===== config.mk =====
export PLATFORM = sky130hd
export DESIGN_NAME = pcpa_cfg
export DESIGN_NICKNAME = d
export VERILOG_FILES = /design/src/sv/pcpa_pkg.sv /design/src/sv/pcpa_cfg.sv
export SDC_FILE = /design/constraint.sdc
export NUM_CORES = 1
export LEC_CHECK = 0
export ABC_AREA = 1
export BUFFER_PORTS_ARGS = -buffer_cell sky130_fd_sc_hd__buf_2
export CAP_MARGIN = 20
export CORE_MARGIN = 10
export CORE_UTILIZATION = 38
export CTS_CLUSTER_SIZE = 20
export DETAILED_ROUTE_END_ITERATION = 8
export PLACE_DENSITY = 0.88
export SYNTH_ARGS = -nofsm -noshare
export SYNTH_HDL_FRONTEND = slang
export SYNTH_SLANG_ARGS = --single-unit

===== constraint.sdc =====
create_clock -name clk -period 0.8 [get_ports clk]
set_input_delay 0.08 -clock clk [delete_from_list [all_inputs] [get_ports clk]]
set_output_delay 0.08 -clock clk [all_outputs]
set_load 0.1 [all_outputs]

===== src/sv/pcpa_pkg.sv =====
// Shared types, codes and defaults for the per-CPU page allocator.
`default_nettype none
package pcpa_pkg;

  localparam int DEF_NUM_CPUS  = 8;
  localparam int DEF_NUM_PAGES = 1024;

  localparam int PAGE_W    = 10;
  localparam int LIMIT_W   = 11;
  localparam int CPU_W     = 3;
  localparam int STATUS_W  = 2;
  localparam int APB_ADDR_W = 3;
  localparam int APB_DATA_W = 32;

  localparam logic CMD_ALLOC = 1'b0;
  localparam logic CMD_FREE  = 1'b1;

  localparam logic REG_LOWEST = 1'b0;
  localparam logic REG_LIMIT  = 1'b1;

  localparam logic [PAGE_W-1:0]  LOWEST_RST = '0;
  localparam logic [LIMIT_W-1:0] LIMIT_RST  = 11'd1024;

  typedef enum logic [STATUS_W-1:0] {
    ST_ALLOC = 2'd0,
    ST_FREED = 2'd1,
    ST_OOM   = 2'd2,
    ST_BAD   = 2'd3
  } status_t;

  typedef struct packed {
    logic [PAGE_W-1:0]  lowest_page;
    logic [LIMIT_W-1:0] page_limit;
  } cfg_regs_t;

endpackage
`default_nettype wire


===== src/sv/pcpa_cfg.sv =====
// APB register file holding the free-range bounds.
`default_nettype none
module pcpa_cfg (
  input  wire logic                                clk,
  input  wire logic                                rst_n,
  input  wire logic                                cfg_psel,
  input  wire logic                                cfg_penable,
  input  wire logic                                cfg_pwrite,
  input  wire logic [pcpa_pkg::APB_ADDR_W-1:0]     cfg_paddr,
  input  wire logic [pcpa_pkg::APB_DATA_W-1:0]     cfg_pwdata,
  output logic      [pcpa_pkg::APB_DATA_W-1:0]     cfg_prdata,
  output logic                                     cfg_pready,
  output pcpa_pkg::cfg_regs_t                      regs
);

  localparam int DW = pcpa_pkg::APB_DATA_W;

  logic [pcpa_pkg::PAGE_W-1:0]  lowest_r;
  logic [pcpa_pkg::LIMIT_W-1:0] limit_r;
  logic                         wr_en;

  assign wr_en = cfg_psel && cfg_penable && cfg_pwrite && cfg_pready;

  always_ff @(posedge clk) begin
    if (!rst_n) begin
      lowest_r <= pcpa_pkg::LOWEST_RST;
      limit_r  <= pcpa_pkg::LIMIT_RST;
    end else if (wr_en) begin
      unique case (cfg_paddr[2])
        pcpa_pkg::REG_LOWEST: lowest_r <= cfg_pwdata[pcpa_pkg::PAGE_W-1:0];
        pcpa_pkg::REG_LIMIT:  limit_r  <= cfg_pwdata[pcpa_pkg::LIMIT_W-1:0];
        default: ;
      endcase
    end
  end

  always_comb begin
    unique case (cfg_paddr[2])
      pcpa_pkg::REG_LOWEST: cfg_prdata = DW'(lowest_r);
      pcpa_pkg::REG_LIMIT:  cfg_prdata = DW'(limit_r);
      default:              cfg_prdata = '0;
    endcase
  end

  assign cfg_pready       = 1'b1;
  assign regs.lowest_page = lowest_r;
  assign regs.page_limit  = limit_r;

endmodule
`default_nettype wire


==> impl_metrics.csv <==
group,metric,value,unit
timing,min_period_over_period,137,%
clocking,cts.sinks,21,
yosys,syn_avg_cell_area,6.26,um^2
route,drtIter0Drc,110,
clocking,path_clk_slew,0.11,ns
clocking,cts-buffers-inserted,3,
global_route,overflow,0,
timing,fmax,916,MHz
placement,gp_congestion,0.788,
pwr,combPwrFrac,49.7,%
timing,whs,0.0186,ns
global_route,grt_start_max_net_pins,22,
global_route,antenna_found_initial,1,
finish,drive_gt1_share,52.2,%
yosys,syn_area,1160,um^2
clocking,clockBufferDepth,2,
floorplanning,rows,20,
global_route,grt_first_pass_wirelength,6.56,mm
min_path,holdPathStages,3,
pwr,irDropWorstVdd,0.866,mV
yosys,synth-seq-cells,21,
pwr,power_density,1300,nW/um^2
global_route,grt_pass1_vias,1358,
timing,post-route-min-period,1.09,ns
placement,io_buffers,48,
job,max_cap_viol_count,0,
pwr,leakage,1.22,nW
timing,setup_ws,-0.292,ns
clocking,cts_tree,"done",
timing,skew,0,ns
yosys,synth-seq-area-share,36.1,%
min_path,min_from,"cfg_pwdata[10]",
pwr,seqPwrFrac,34.4,%
critical_path,crit_path_start_kind,"register",
floorplanning,ios,94,
global_route,track_usage,14.8,%
floorplanning,core,3000,um^2
route,wl_per_cell,16.5,um
timing,hold_viol_final,0,
route,final_antenna_net_count,0,
placement,dp_hpwl,3.39,mm
critical_path,reg2reg_depth,3,
route,finalWirelength,4.70,mm
clocking,h-tree-depth,1,
status,status,"finished with violations",
critical_path,cp.required,0.72,ns
min_path,hp-class,"in -> reg",
status,violations,"negative setup slack",
critical_path,worstPathMaxFanout,3,
clocking,clock_latency,0.30,ns
pwr,power.switching,0.00155,W
floorplanning,die_w,75.3,um
yosys,ys_warn_count,0,
finish,nFillCells,146,
critical_path,arrival,1.01,ns
pwr,p_total,0.00320,W
pwr,sw_frac_of_total,48.4,%
critical_path,criticalPathCategory,"reg -> out",
yosys,synth.area.top_cells,"dfxtp_1 36%, nand2_1 17%, buf_4 15%",
route,first_pass_iters,4,
clocking,clockRootBuffer,"clkbuf_4",
pwr,p_int,0.00165,W
floorplanning,initial_core_util,38.7,%
route,drc,0,
route,routed_via_density,4.83,
timing,rsz0062_at_grt,"yes",
yosys,synth_cell_types,13,
pwr,p_clk_share,15.9,%
route,vias,1377,
floorplanning,die_area,5680,um^2
yosys,synth_top_area_share,36.1,%
timing,fin_tns_setup,-7.08,ns
floorplanning,die_y,75.3,um
critical_path,end_kind,"output port",
placement,pre_cts_ws,-0.202,ns
critical_path,timing.rr.start,"lowest_r[1]$_SDFFE_PN0P_",
yosys,synth_top_area_cell,"dfxtp_1",
yosys,synth_cells,186,
timing,finalMaxSlewViolations,0,
timing,final-setup-viol-count,32,
critical_path,cp-startpoint,"limit_r[6]$_SDFFE_PN0P_",
finish,areaGrowthSynthToFinish,111,%
finish,fin_nets,292,
[cell type report]
type                       instances  area, um^2  area share (%)
tap                               33        41.3            1.68
antenna                            1        2.50           0.102
sequential                        21         499            20.3
clock buffer                       4        26.3            1.07
multi-input combinational        141         865            35.2
inverter                          13        52.6            2.14
timing repair buffer              72         972            39.5
[power by group through the flow]
stage                     combinational, W  sequential, W  clock (W)
after global routing               0.00164        0.00111   0.000578
final                              0.00159        0.00110   0.000510
after detailed placement           0.00151        0.00113          0
after CTS                          0.00154        0.00110   0.000507
after floorplan                   0.000952        0.00137          0
after global placement             0.00148        0.00113          0
[cell usage after synthesis (all sizes together)]
cell	number
buf	29
clkbuf	2
conb	2
dfxtp	21
inv	13
nand2	53
nand3	22
nor2	43
o21ai	1
[stage by stage]
stage / instance area (um^2) / utilization [%] / cells
5_1_grt: 2460 / 81.9 / 285
2_1_floorplan: 1620 / - / 206
6_report: 2460 / 81.9 / 285
3_3_place_gp: 2260 / 75.2 / 266
3_5_place_dp: 2260 / 75.2 / 266
4_1_cts: 2370 / 78.9 / 277
[flip-flops by register name (all words and copies together) (netlist names)]
signal and cells:
lowest_r 10, limit_r 11
[worst max-delay path, cell delays in order, from the launching register on]
cell and delay (ns):
dfxtp_4 0.40, nand2_4 0.08, nand2_8 0.08, buf_12 0.16
[per-layer routing]
metal	track usage, %	part of all wire, %
met2	28.5	54
met3	2.86	7.2
met5	0	0
met1	15.7	37
met4	4.33	1.3
[cell families (layout without fill, tap and decap cells)]
kind of cell           after synthesis  in the layout  share of synthesized area (%)
and+or+nand+nor                    118            118                           40.6
DFF                                 21             21                           36.1
buffers and inverters               44             89                           22.1
other                                2             23                          0.645
AOI/OAI and AO/OA                    1              1                          0.430
[final timing paths]
path | to | slack (ns)
setup / recovery | cfg_prdata[6] | -0.29
hold / removal | limit_r[10]$_SDFFE_PN1P_ | 0.02
setup reg to reg | lowest_r[1]$_SDFFE_PN0P_ | 0.02
hold reg to reg | limit_r[0]$_SDFFE_PN0P_ | 0.54
[repair_timing]
item | 4_1_cts | 5_1_grt
setup endpoints to repair | 32 | 33
buffers inserted | 7 | 7
resized for setup | 2 | 10
pin swaps | 5 | 4
hold buffers | 0 | 0
cloned | 0 | 0
[cells in the final DEF, fill, tap and decap left out, types with 2 or more instances in the layout]
cell type,instances
buf_12,35
buf_2,16
buf_4,12
buf_6,9
clkbuf_4,3
conb_1,22
dfxtp_4,21
inv_1,11
nand2_1,22
nand2_2,2
nand2_4,20
nand2_8,9
nand3_1,22
nor2_1,41
nor2_2,2
Power figures use the tool's default switching activity.
